File: config.mk
export PLATFORM = sky130hd
export DESIGN_NAME = ipv4_longest_prefix_route_table_core_flat
export DESIGN_NICKNAME = d
export VERILOG_FILES = /design/src/rtl/lpr_pkg.sv /design/src/rtl/lpr_if.sv /design/src/rtl/lpr_cell.sv /design/src/rtl/ipv4_longest_prefix_route_table_core.sv /design/src/flat_wrapper.sv
export SDC_FILE = /design/constraint.sdc
export NUM_CORES = 1
export LEC_CHECK = 0
export BUFFER_PORTS_ARGS = -buffer_cell sky130_fd_sc_hd__buf_2
export CAP_MARGIN = 5
export CORE_MARGIN = 2
export CORE_UTILIZATION = 45
export DETAILED_ROUTE_END_ITERATION = 8
export REMOVE_ABC_BUFFERS = 1
export SLEW_MARGIN = 25
export SYNTH_ARGS = -nofsm -noshare
export SYNTH_HDL_FRONTEND = slang
export SYNTH_SLANG_ARGS = --single-unit
export TNS_END_PERCENT = 1
File: constraint.sdc
create_clock -name i_clk -period 2.95 [get_ports i_clk]
set_input_delay 0.885 -clock i_clk [delete_from_list [all_inputs] [get_ports i_clk]]
set_output_delay 0.885 -clock i_clk [all_outputs]
set_load 0.05 [all_outputs]
File: src/rtl/lpr_pkg.sv
// Shared types and constants for the IPv4 route table.
package lpr_pkg;
    localparam int unsigned DefDepth = 32;
    localparam int unsigned MaxRes   = 32;

    typedef enum logic [2:0] {
        MODE_UCAST  = 3'd0,
        MODE_MCAST  = 3'd1,
        MODE_ADD    = 3'd2,
        MODE_DEL    = 3'd3,
        MODE_PURGE  = 3'd4
    } t_mode;

    typedef enum logic [2:0] {
        ST_OK       = 3'd0,
        ST_BADDEF   = 3'd1,
        ST_OUTSIDE  = 3'd2,
        ST_FULL     = 3'd3,
        ST_NOTFOUND = 3'd4
    } t_status;

    typedef enum logic [2:0] {
        S_IDLE,
        S_SCAN,
        S_EMIT,
        S_ADD,
        S_DONE
    } t_state;

    typedef struct packed {
        logic [31:0] host;
        logic [31:0] mask;
        logic [31:0] gw;
        logic [5:0]  iface;
        logic [31:0] metric;
        logic        mc;
    } t_entry;

    // Control from sequencer into every cell.
    typedef struct packed {
        logic        shift;   // cells at or above pos take their upper neighbor
        logic        write;   // cell at pos loads the new entry
        logic [6:0]  pos;
    } t_cell_ctl;

    typedef struct packed {
        logic [2:0]  mode;
        logic [31:0] address;
        logic [31:0] netmask;
        logic [31:0] gateway;
        logic [5:0]  iface;
        logic [31:0] route_metric;
    } t_req;

    typedef struct packed {
        logic        hit;
        logic [2:0]  status;
        logic [4:0]  route_index;
        logic [5:0]  out_iface;
        logic [31:0] next_hop;
        logic [31:0] out_metric;
        logic        last;
    } t_rsp;
endpackage

File: src/rtl/lpr_if.sv
// Valid/ready channel carrying a packed payload.
interface lpr_if #(parameter type T = logic);
    logic valid;
    logic ready;
    T     data;
    modport source (output valid, output data, input ready);
    modport sink   (input valid, input data, output ready);
endinterface

File: src/rtl/lpr_cell.sv
// One table slot: holds an entry, shifts down on compaction, loads on append.
module lpr_cell (
    input  logic              i_clk,
    input  lpr_pkg::t_cell_ctl i_ctl,
    input  logic [6:0]        i_my_pos,
    input  lpr_pkg::t_entry   i_new,
    input  lpr_pkg::t_entry   i_upper,
    output lpr_pkg::t_entry   o_entry
);
    import lpr_pkg::*;
    t_entry r_entry;

    always_ff @(posedge i_clk) begin
        if (i_ctl.shift && i_my_pos >= i_ctl.pos) begin
            r_entry <= i_upper;
        end else if (i_ctl.write && i_my_pos == i_ctl.pos) begin
            r_entry <= i_new;
        end
    end
    assign o_entry = r_entry;
endmodule

File: src/rtl/ipv4_longest_prefix_route_table_core.sv
// Top level of the IPv4 route table: a row of entry cells and a scan sequencer.
// One transaction is handled at a time, and the input is ready only while idle.
// Lookups, deletes and purges walk the cell row one entry per cycle while the
// output does not stall. A delete stops at the matching entry. Compaction
// shifts the row in the same cycle that the entry is found. A multicast lookup
// passes through an emit state for each reported match. An add of a specific
// route passes from the scan state to the add state, and an add of a default
// route first scans for an old default. Results go through a one-entry output
// register, and a stalled receiver holds the sequencer.
module ipv4_longest_prefix_route_table_core #(
    parameter int unsigned DEPTH = lpr_pkg::DefDepth
) (
    input  logic  i_clk,
    input  logic  i_rst_n,
    lpr_if.sink   i_req,
    lpr_if.source o_rsp
);
    import lpr_pkg::*;
    localparam int unsigned CW = $clog2(DEPTH + 1);
    localparam logic [CW-1:0] CntOne = CW'(1);

    t_entry    w_ent [DEPTH];
    t_cell_ctl w_ctl;
    t_entry    w_new;

    for (genvar g = 0; g < DEPTH; g++) begin : g_cell
        t_entry w_up;
        if (g == DEPTH - 1) begin : g_top
            assign w_up = w_ent[g];
        end else begin : g_mid
            assign w_up = w_ent[g + 1];
        end
        lpr_cell u_cell (
            .i_clk   (i_clk),
            .i_ctl   (w_ctl),
            .i_my_pos(7'(g)),
            .i_new   (w_new),
            .i_upper (w_up),
            .o_entry (w_ent[g])
        );
    end

    t_state       r_state, n_state;
    t_req         r_req;
    logic [CW-1:0] r_cnt, n_cnt;
    logic [CW-1:0] r_i, n_i;         // scan pointer
    logic [CW-1:0] r_seen, n_seen;   // original position for purge
    logic         r_found, n_found;
    logic [CW-1:0] r_best, n_best;
    logic [5:0]   r_nres, n_nres;
    logic         r_repl, n_repl;
    t_rsp         r_rsp, n_rsp;
    logic         r_ov, n_ov;
    t_entry       w_cur;
    logic         w_match, w_inb, w_push;
    logic [CW-1:0] w_bi;

    assign w_inb  = r_i < r_cnt;
    assign w_cur  = w_ent[r_i[$clog2(DEPTH)-1:0]];
    assign w_match = ((r_req.address ^ w_cur.host) & w_cur.mask) == 32'd0;
    assign w_bi   = r_best;
    assign w_push = !r_ov || o_rsp.ready;

    assign w_new.host   = r_req.address;
    assign w_new.mask   = r_req.netmask;
    assign w_new.gw     = r_req.gateway;
    assign w_new.iface  = r_req.iface;
    assign w_new.metric = r_req.route_metric;
    assign w_new.mc     = r_req.address[31:28] == 4'hE;

    assign i_req.ready = (r_state == S_IDLE);
    assign o_rsp.valid = r_ov;
    assign o_rsp.data  = r_rsp;

    function automatic t_rsp f_rsp(logic hit, t_status st, logic [CW-1:0] idx,
                                   t_entry e, logic use_e, logic last);
        t_rsp r;
        r.hit         = hit;
        r.status      = st;
        r.route_index = 5'(idx);
        r.out_iface   = use_e ? e.iface : 6'd0;
        r.next_hop    = use_e ? e.gw : 32'd0;
        r.out_metric  = use_e ? e.metric : 32'd0;
        r.last        = last;
        return r;
    endfunction

    always_comb begin
        n_state = r_state;
        unique case (r_state)
            S_IDLE: if (i_req.valid) n_state = S_SCAN;
            S_SCAN: if (r_ov && !o_rsp.ready) n_state = S_SCAN;
            default: n_state = r_state;
        endcase
        n_cnt = r_cnt; n_i = r_i; n_seen = r_seen; n_found = r_found;
        n_best = r_best; n_nres = r_nres; n_repl = r_repl;
        n_rsp = r_rsp;
        n_ov = r_ov && !o_rsp.ready;
        w_ctl = '0;
        w_ctl.pos = 7'(r_i);
        unique case (r_state)
            S_IDLE: begin
                n_i = '0; n_seen = '0; n_found = 1'b0; n_best = '0;
                n_nres = '0; n_repl = 1'b0;
            end
            S_SCAN: begin
                case (r_req.mode)
                    MODE_UCAST: begin
                        if (w_inb) begin
                            if (!w_cur.mc && w_match &&
                                (!r_found || w_cur.mask > w_ent[w_bi[$clog2(DEPTH)-1:0]].mask))
                                begin
                                n_best = r_i; n_found = 1'b1;
                            end
                            n_i = r_i + CntOne;
                        end else if (w_push) begin
                            n_ov = 1'b1;
                            n_rsp = r_found ?
                                f_rsp(1'b1, ST_OK, r_best,
                                      w_ent[w_bi[$clog2(DEPTH)-1:0]], 1'b1, 1'b1) :
                                f_rsp(1'b0, ST_NOTFOUND, '0, w_cur, 1'b0, 1'b1);
                            n_state = S_IDLE;
                        end
                    end
                    MODE_MCAST: begin
                        if (w_inb && r_nres < 6'(MaxRes)) begin
                            if (w_cur.mc && w_match) begin
                                if (w_push) begin
                                    // a new match shows the held result is not last, so release it
                                    n_state = S_EMIT;
                                    n_best  = r_i;
                                    if (r_found) begin
                                        n_ov  = 1'b1;
                                        n_rsp = r_rsp;
                                    end
                                end
                            end else begin
                                n_i = r_i + CntOne;
                            end
                        end else if (w_push) begin
                            n_ov = 1'b1;
                            n_rsp = r_found ?
                                f_rsp(1'b1, ST_OK, r_best,
                                      w_ent[w_bi[$clog2(DEPTH)-1:0]], 1'b1, 1'b1) :
                                f_rsp(1'b0, ST_NOTFOUND, '0, w_cur, 1'b0, 1'b1);
                            n_state = S_IDLE;
                        end
                    end
                    MODE_ADD: begin
                        if ((r_req.address == 32'd0) != (r_req.netmask == 32'd0)) begin
                            if (w_push) begin
                                n_ov = 1'b1;
                                n_rsp = f_rsp(1'b0, ST_BADDEF, '0, w_cur, 1'b0, 1'b1);
                                n_state = S_IDLE;
                            end
                        end else if ((r_req.address & ~r_req.netmask) != 32'd0) begin
                            if (w_push) begin
                                n_ov = 1'b1;
                                n_rsp = f_rsp(1'b0, ST_OUTSIDE, '0, w_cur, 1'b0, 1'b1);
                                n_state = S_IDLE;
                            end
                        end else if (r_req.netmask == 32'd0 && !r_repl && w_inb) begin
                            if (!w_cur.mc && w_cur.mask == 32'd0) begin
                                w_ctl.shift = 1'b1;
                                n_cnt = r_cnt - CntOne;
                                n_repl = 1'b1;
                            end else begin
                                n_i = r_i + CntOne;
                            end
                        end else begin
                            n_state = S_ADD;
                        end
                    end
                    MODE_DEL: begin
                        if (w_inb) begin
                            if (w_cur.host == r_req.address && w_cur.mask == r_req.netmask &&
                                w_cur.gw == r_req.gateway && w_cur.iface == r_req.iface) begin
                                if (w_push) begin
                                    n_ov = 1'b1;
                                    n_rsp = f_rsp(1'b1, ST_OK, r_i, w_cur, 1'b1, 1'b1);
                                    w_ctl.shift = 1'b1;
                                    n_cnt = r_cnt - CntOne;
                                    n_state = S_IDLE;
                                end
                            end else begin
                                n_i = r_i + CntOne;
                            end
                        end else if (w_push) begin
                            n_ov = 1'b1;
                            n_rsp = f_rsp(1'b0, ST_NOTFOUND, '0, w_cur, 1'b0, 1'b1);
                            n_state = S_IDLE;
                        end
                    end
                    MODE_PURGE: begin
                        if (w_inb) begin
                            if (w_cur.iface == r_req.iface) begin
                                w_ctl.shift = 1'b1;
                                n_cnt = r_cnt - CntOne;
                                if (!r_found) n_best = r_seen;
                                n_found = 1'b1;
                            end else begin
                                n_i = r_i + CntOne;
                            end
                            n_seen = r_seen + CntOne;
                        end else if (w_push) begin
                            n_ov = 1'b1;
                            n_rsp = f_rsp(r_found, r_found ? ST_OK : ST_NOTFOUND,
                                          r_found ? r_best : '0, w_cur, 1'b0, 1'b1);
                            n_rsp.out_iface = r_req.iface;
                            n_state = S_IDLE;
                        end
                    end
                    default: begin
                        if (w_push) begin
                            n_ov = 1'b1;
                            n_rsp = f_rsp(1'b0, ST_NOTFOUND, '0, w_cur, 1'b0, 1'b1);
                            n_state = S_IDLE;
                        end
                    end
                endcase
            end
            S_EMIT: begin
                // wait until the previous result has left the output register
                if (w_push) begin
                    n_rsp = f_rsp(1'b1, ST_OK, r_best,
                                  w_ent[w_bi[$clog2(DEPTH)-1:0]], 1'b1, 1'b0);
                    n_found = 1'b1;
                    n_nres = r_nres + 6'd1;
                    n_i = r_i + CntOne;
                    n_state = S_SCAN;
                end
            end
            S_ADD: begin
                if (w_push) begin
                    n_ov = 1'b1;
                    if (r_cnt >= CW'(DEPTH)) begin
                        n_rsp = f_rsp(r_repl, ST_FULL, '0, w_cur, 1'b0, 1'b1);
                    end else begin
                        w_ctl.write = 1'b1;
                        w_ctl.pos = 7'(r_cnt);
                        n_cnt = r_cnt + CntOne;
                        n_rsp = f_rsp(r_repl, ST_OK, r_cnt, w_new, 1'b1, 1'b1);
                    end
                    n_state = S_IDLE;
                end
            end
            default: n_state = S_IDLE;
        endcase
    end

    // Multicast pending result is held in r_rsp without valid until the next
    // match or the end of the scan decides its last flag.
    always_ff @(posedge i_clk) begin
        if (!i_rst_n) begin
            r_state <= S_IDLE;
            r_cnt   <= '0;
            r_ov    <= 1'b0;
        end else begin
            r_state <= n_state;
            r_cnt   <= n_cnt;
            r_ov    <= n_ov;
        end
        r_i <= n_i; r_seen <= n_seen; r_found <= n_found; r_best <= n_best;
        r_nres <= n_nres; r_repl <= n_repl; r_rsp <= n_rsp;
        if (i_req.valid && i_req.ready) r_req <= i_req.data;
    end

    a_cnt_range: assert property (@(posedge i_clk) disable iff (!i_rst_n)
        r_cnt <= CW'(DEPTH)) else $error("entry count over depth");
    a_hold: assert property (@(posedge i_clk) disable iff (!i_rst_n)
        r_ov && !o_rsp.ready |=> r_ov && $stable(r_rsp)) else $error("result lost");
    a_nores_idle: assert property (@(posedge i_clk) disable iff (!i_rst_n)
        (r_state == S_IDLE) |-> i_req.ready) else $error("idle not ready");
endmodule
File: src/flat_wrapper.sv
// flat-port wrapper written by rule: the top's interface ports become plain ports
module ipv4_longest_prefix_route_table_core_flat import lpr_pkg::*;
#(
    parameter int unsigned DEPTH = lpr_pkg::DefDepth
)
  (i_clk, i_rst_n, i_req_valid, i_req_data, i_req_ready, o_rsp_valid, o_rsp_data, o_rsp_ready);
  lpr_if i_req_i ();
  lpr_if o_rsp_i ();
  input  logic i_clk;
  input  logic i_rst_n;
  input wire logic [$bits(i_req_i.valid)-1:0] i_req_valid;
  input wire logic [$bits(i_req_i.data)-1:0] i_req_data;
  output wire logic [$bits(i_req_i.ready)-1:0] i_req_ready;
  output wire logic [$bits(o_rsp_i.valid)-1:0] o_rsp_valid;
  output wire logic [$bits(o_rsp_i.data)-1:0] o_rsp_data;
  input wire logic [$bits(o_rsp_i.ready)-1:0] o_rsp_ready;
  assign i_req_i.valid = i_req_valid;
  assign i_req_i.data = i_req_data;
  assign i_req_ready = i_req_i.ready;
  assign o_rsp_valid = o_rsp_i.valid;
  assign o_rsp_data = o_rsp_i.data;
  assign o_rsp_i.ready = o_rsp_ready;
  ipv4_longest_prefix_route_table_core #(.DEPTH(DEPTH)) u_core (.i_clk(i_clk), .i_rst_n(i_rst_n), .i_req(i_req_i), .o_rsp(o_rsp_i));
endmodule
==> metrics.csv, run 1 <==
stage,metric,value,unit
run_status,status,"complete, no violations",
layout,layout cells sized above 1,0.139,
clock_tree,postcts setup bufs,0,
logic_synthesis,Area contributors post-synth,"edfxtp_1, dfxtp_1, ha_1",
timing,max frequency,481,MHz
floorplan,Die Wd,51.3,microns
clock_tree,TritonCTS clock tree,done,
critical_path,Setup CP Type,register to output port,
clock_tree,CTS Buf Count,3,
power,Peak VDD IR,0.000298,V
worst_hold_path,hold endpoint,u_core.r_cnt[5],
power,Power Total,0.420,mW
floorplan,Die Height,51.3,microns
place,DP Area,1050,sq um
critical_path,crit-path cells,"nor3_1, buf_2",
power,sw power,0.101,mW
timing,minimum clock period,2.08,ns
critical_path,worst-path maximum fanout,9,
power,PwrDens,389,nW/um^2
floorplan,Core ar.,2170,sq um
clock_tree,Bufs on Longest Clock Path,2,
logic_synthesis,Post-synth top cells,"nor2_1, dfxtp_1, ha_1, inv_1, edfxtp_1",
critical_path,R2R cell count,6,
worst_hold_path,Tightest Hold Check Type,register to register,
power,Static Leakage,0.415,nW
clock_tree,hold_buf cts,0,
logic_synthesis,most frequent cell after synthesis,nor2_1,
logic_synthesis,Syn Std Cell Area,1010,sq um
critical_path,WP buf/inv,1,
layout,fin area,1080,sq um
worst_hold_path,hold_sp,u_core.r_cnt[4],
route,drt via density,4.95,
critical_path,WP depth,2,
timing,RSZ-0062 raised after global routing,false,
logic_synthesis,Synth Instances,100,
route,DRT Wirelength,1600,microns
global_route,initial antenna violation count,0,
logic_synthesis,post-synthesis async set-or-reset flop share,0,
worst_hold_path,worst hold stages,2,
global_route,largest net degree at the start of global routing,10,
timing,setup TNS,0,ns
timing,max-slew violations,0,
power,P_int,0.319,mW
clock_tree,H-tree Lvls,1,
global_route,GRT Resource Usage Total,0.151,
route,DR WL/cell,11.8,microns
critical_path,Arrival @ worst endpoint,1.20,ns
logic_synthesis,synthesized flop and latch total,17,
power,switching part of the total power,0.240,
logic_synthesis,yosys warns,0,
place,GP Congestion,0.727,
route,Post-route DRC,0,
floorplan,Cell Rows,17,
logic_synthesis,Synth top area share,0.209,
logic_synthesis,"Distinct cells, synth",34,
place,DP HPWL,1270,microns
clock_tree,Clock Tree Root,clkbuf_4,
critical_path,CP max-delay cell,dfxtp_1,
timing,setup violators final,0,
clock_tree,Worst-path clk slew,0.10,ns
critical_path,Crit path max-delay family,flip-flops,
floorplan,die area,2630,sq um
timing,Final Skew,0.00605,ns
power,Seq pwr share,0.615,
global_route,gr ovfl total,0,
place,Port Buf Inserts,6,
global_route,first-pass GRT wire length,2910,microns
timing,period utilization,0.705,
critical_path,Critical Path Start Type,register,
floorplan,num ports,8,
flow_run,maximum capacitance violations,0,
layout,Nets,122,
logic_synthesis,Synth Flop Type,dfxtp_1,
layout,Synth-to-Final Area Change,7.21,%
clock_tree,clock latency on the worst-skew pair,0.29,ns
route,DRT iter0 DRCs,12,
floorplan,Initial Util,0.464,
critical_path,Worst setup EP type,output port,
power,Logic pwr share,0.091,
critical_path,Reg2Reg Setup Slack,1.02,ns
route,via count,673,
timing,Final Hold Viols,0,
critical_path,"slowest stage delay, CP",0.42,ns
clock_tree,Num Clock Sinks,17,
critical_path,CP required,2.07,ns
logic_synthesis,sequential area share after synthesis,0.407,
logic_synthesis,syn_area_per_cell,10.1,sq um
route,Routed Antenna Nets,0,
logic_synthesis,largest area contributor in the netlist,edfxtp_1,
clock_tree,Post-CTS Resized,0,
critical_path,end of the worst register-to-register path,u_core.r_i[1],
power,Clock power frac,0.293,
route,First-pass DRT Iterations,4,
global_route,number of global-route vias before repair,645,
logic_synthesis,number of synthesized flops with an enable pin,7,
critical_path,Critical R2R Launch,u_core.r_cnt[5],
layout,diode count,0,
==> cell usage in the layout (no fill, tap or decap), types with 2 or more instances in the layout <==
cell / netlist / routed
a21oi_1: 6 / 6
a211oi_1: 2 / 2
o21a_1: 2 / 2
edfxtp_1: 7 / 7
dfxtp_1: 10 / 10
xnor2_1: 4 / 4
and3_1: 3 / 3
nand3_1: 5 / 5
xor2_1: 4 / 4
nand2_1: 4 / 4
nand2b_1: 4 / 4
clkbuf_4: 0 / 3
buf_2: 0 / 6
ha_1: 8 / 8
nor2_1: 12 / 12
inv_1: 8 / 8
==> worst max-delay path by stage <==
stage	startpoint	end	slack (ns)
5_1_grt	u_core.r_state[0]	i_req_ready	0.73
3_5_place_dp	o_rsp_ready	u_core.r_i[2]	0.99
2_1_floorplan	u_core.r_state[0]	i_req_ready	0.57
6_report	u_core.r_state[0]	i_req_ready	0.87
3_3_place_gp	o_rsp_ready	u_core.r_i[0]	1.01
4_1_cts	u_core.r_state[0]	i_req_ready	0.84
==> kinds of logic (layout without fill, tap and decap cells) <==
family	Yosys count	count (layout)	synth area share
AO/OA/AOI/OAI	16	16	0.106
other	1	1	0.00372
buffers and inverters	11	19	0.0559
XOR/XNOR	8	8	0.0696
AND/OR/NAND/NOR	38	38	0.248
adder cells (fa/ha/maj)	8	8	0.0994
multiplexers	1	1	0.00994
flip-flops	17	17	0.407
==> area by class of cell <==
class                   count  area (sq um)
fillers                   230          1090
multi-input cells          72           541
flip-flops and latches     17           410
repair buffers              7          37.5
well taps                  28          35.0
inverters                   8          30.0
clock buffers               4          26.3
==> sequential cells by signal (all words and copies together), names as in the netlist <==
signal,cells
u_core.o_rsp.data,1
u_core.o_rsp.valid,1
u_core.r_cnt,6
u_core.r_i,6
u_core.r_state,3
==> tightest hold or removal path: stages, from the launching register on <==
cell,delay [ns]
dfxtp_1,0.32
nand3_1,0.06
a21oi_1,0.06
==> stage by stage <==
step | instances | hold WS [ns] | util | setup slack [ns]
after floorplan | 97 | 0.448 | - | 0.568
after global placement | 132 | 0.456 | 0.486 | 1.01
after detailed placement | 132 | 0.463 | 0.486 | 0.994
after CTS | 136 | 0.484 | 0.498 | 0.844
after global routing | 136 | 0.507 | 0.498 | 0.733
final | 136 | 0.480 | 0.498 | 0.870
==> per-layer routing <==
| metal | share of wire | global-route usage | vias up | routed length (microns) |
|---|---|---|---|---|
| met3 | 0.034 | 0.0614 | 0 | 54 |
| met4 | 0 | 0.0395 | 0 | 0 |
| met1 | 0.51 | 0.216 | 304 | 815 |
| met5 | 0 | 0 | - | 0 |
| li1 | - | - | 363 | - |
| met2 | 0.46 | 0.210 | 6 | 731 |
==> power groups by stage <==
| stage | clock network (mW) | registers (mW) | logic (mW) |
|---|---|---|---|
| 2_1_floorplan | 0 | 0.263 | 0.0275 |
| 3_3_place_gp | 0 | 0.264 | 0.0383 |
| 3_5_place_dp | 0 | 0.264 | 0.0389 |
| 4_1_cts | 0.130 | 0.259 | 0.0391 |
| 5_1_grt | 0.140 | 0.260 | 0.0433 |
| 6_report | 0.123 | 0.259 | 0.0384 |
(Power assumes the default switching activity.)
==> run 2, diff against run 1 <==
- PLACE_DENSITY: not set -> 0.65
- clock period: 2.95 -> 1.8 ns (I/O delays scaled with it)
==> metrics.csv, run 2 (same netlist as run 1, synthesis figures left out) <==
stage,metric,value,unit
route,DR WL met2,890,microns
power,Static Leakage,0.484,nW
timing,max-slew violations,0,
route,Routed Antenna Nets,0,
worst_hold_path,worst hold stages,2,
layout,Synth-to-Final Area Change,20.7,%
global_route,GRT Resource Usage Total,0.156,
power,sw power,0.186,mW
route,First-pass DRT Iterations,4,
timing,minimum clock period,1.73,ns
global_route,initial antenna violation count,0,
clock_tree,hold_buf cts,0,
power,Logic pwr share,0.127,
layout,most frequent cells in the layout,"buf_4, nor2_1, dfxtp_1",
timing,worst setup margin,0.0745,ns
layout,diode count,0,
route,DR WL/cell,11.9,microns
critical_path,worst-path maximum fanout,6,
floorplan,Cell Rows,17,
clock_tree,clock latency on the worst-skew pair,0.29,ns
global_route,gr ovfl total,0,
route,met1 WL,821,microns
critical_path,Arrival @ worst endpoint,1.74,ns
floorplan,die area,2630,sq um
global_route,first-pass GRT wire length,3060,microns
critical_path,Worst setup EP type,register,
power,Seq pwr share,0.583,
power,Clock power frac,0.290,
clock_tree,H-tree Lvls,1,
timing,period utilization,0.959,
route,Post-route DRC,0,
run_status,status,"complete, no violations",
clock_tree,Bufs on Longest Clock Path,2,
critical_path,crit-path cells,"ha_1, a21oi_2, o221ai_2, a211oi_1, buf_4",
clock_tree,Worst-path clk slew,0.10,ns
critical_path,CP max-delay cell,edfxtp_1,
flow_run,maximum capacitance violations,0,
layout,Nets,134,
power,PwrDens,595,nW/um^2
route,uppermost layer routed,met4,
clock_tree,TritonCTS clock tree,done,
timing,Final Hold Viols,0,
layout,fin util,0.561,
floorplan,Initial Util,0.464,
timing,max frequency,580,MHz
worst_hold_path,Tightest Hold Check Type,register to register,
power,P_int,0.538,mW
floorplan,Core ar.,2170,sq um
critical_path,Crit path max-delay family,compound AO/OA/AOI/OAI gates,
critical_path,Critical Path Start Type,register,
route,DRT iter0 DRCs,5,
power,Peak VDD IR,0.000503,V
power,switching part of the total power,0.257,
place,Port Buf Inserts,6,
route,drt via density,5.04,
route,DRT Wirelength,1760,microns
layout,biggest regs,"u_core.r_cnt: 6 flops, u_core.r_i: 6 flops, u_core.r_state: 3 flops",
critical_path,"slowest stage delay, CP",0.41,ns
critical_path,R2R cell count,5,
layout,"most common cell after layout, fill and taps aside",buf_4,
place,Placement Setup Slack,-0.0511,ns
layout,layout cells sized above 1,0.283,
timing,setup TNS,0,ns
clock_tree,Clock Tree Root,clkbuf_4,
clock_tree,CTS Buf Count,3,
global_route,number of global-route vias before repair,737,
route,via count,746,
global_route,largest net degree at the start of global routing,11,
layout,final std cells w/o fill,148,
critical_path,CP required,1.82,ns
place,dpl cells,141,
floorplan,num ports,8,
floorplan,Die Wd,51.3,microns
floorplan,Die Height,51.3,microns
timing,setup violators final,0,
timing,Final Skew,0.000631,ns
timing,Fin Hold WS,0.476,ns
critical_path,WP buf/inv,1,
place,GP Congestion,0.686,
place,DP HPWL,1340,microns
route,Met3 Routed Length,25,microns
critical_path,WP depth,5,
critical_path,Setup CP Type,register to register,
clock_tree,Num Clock Sinks,17,
run 2: cell count changes in the layout (fill, tap and decap cells not counted), sizes merged:
cell / previous run / this run
clkinv: 0 / 1
buf: 7 / 18
run 2: layout make-up:
cell class                 count  area, sq um
sequential                    17          410
multi-input combinational     72          583
fill                         204          953
clock buffer                   3         22.5
inverter                       8         30.0
clock inverter                 1         5.00
timing repair buffer          19          130
tap                           28         35.0
run 2: final timing paths:
| path | endpoint | from | slack [ns] |
|---|---|---|---|
| setup / recovery | u_core.r_i[3] | u_core.r_i[1] | 0.07 |
| hold reg to reg | u_core.r_cnt[5] | u_core.r_cnt[4] | 0.48 |
| setup reg to reg | u_core.r_i[3] | u_core.r_i[1] | 0.07 |
| hold / removal | u_core.r_cnt[5] | u_core.r_cnt[4] | 0.48 |
run 2: routing by layer:
layer,global-route usage,vias up
met2,0.281,6
met4,0.0658,0
met1,0.186,347
met5,0,-
met3,0.0175,4
li1,-,389
run 2: tightest hold or removal path, stage by stage (launching register included):
cell and delay [ns]:
dfxtp_1 0.32, nand3_1 0.06, a21oi_1 0.06
run 2: power groups by stage:
| stage | combinational, mW | clock (mW) | sequential [mW] |
|---|---|---|---|
| floorplan | 0.0451 | 0 | 0.431 |
| global placement | 0.0749 | 0 | 0.429 |
| detailed placement | 0.0772 | 0 | 0.430 |
| CTS | 0.0841 | 0.215 | 0.422 |
| global route | 0.102 | 0.227 | 0.424 |
| finish | 0.0917 | 0.210 | 0.422 |
run 2: repair_timing:
action	4_1_cts	5_1_grt
endpoints found under the setup margin	6	7
gates resized for setup	4	3
pin swaps	0	1
setup buffers	1	2
run 2: metrics by stage:
step,cell area (sq um),power [mW]
CTS,1180,0.721
global placement,1120,0.504
detailed placement,1120,0.507
global route,1220,0.753
finish,1220,0.724
floorplan,981,0.477
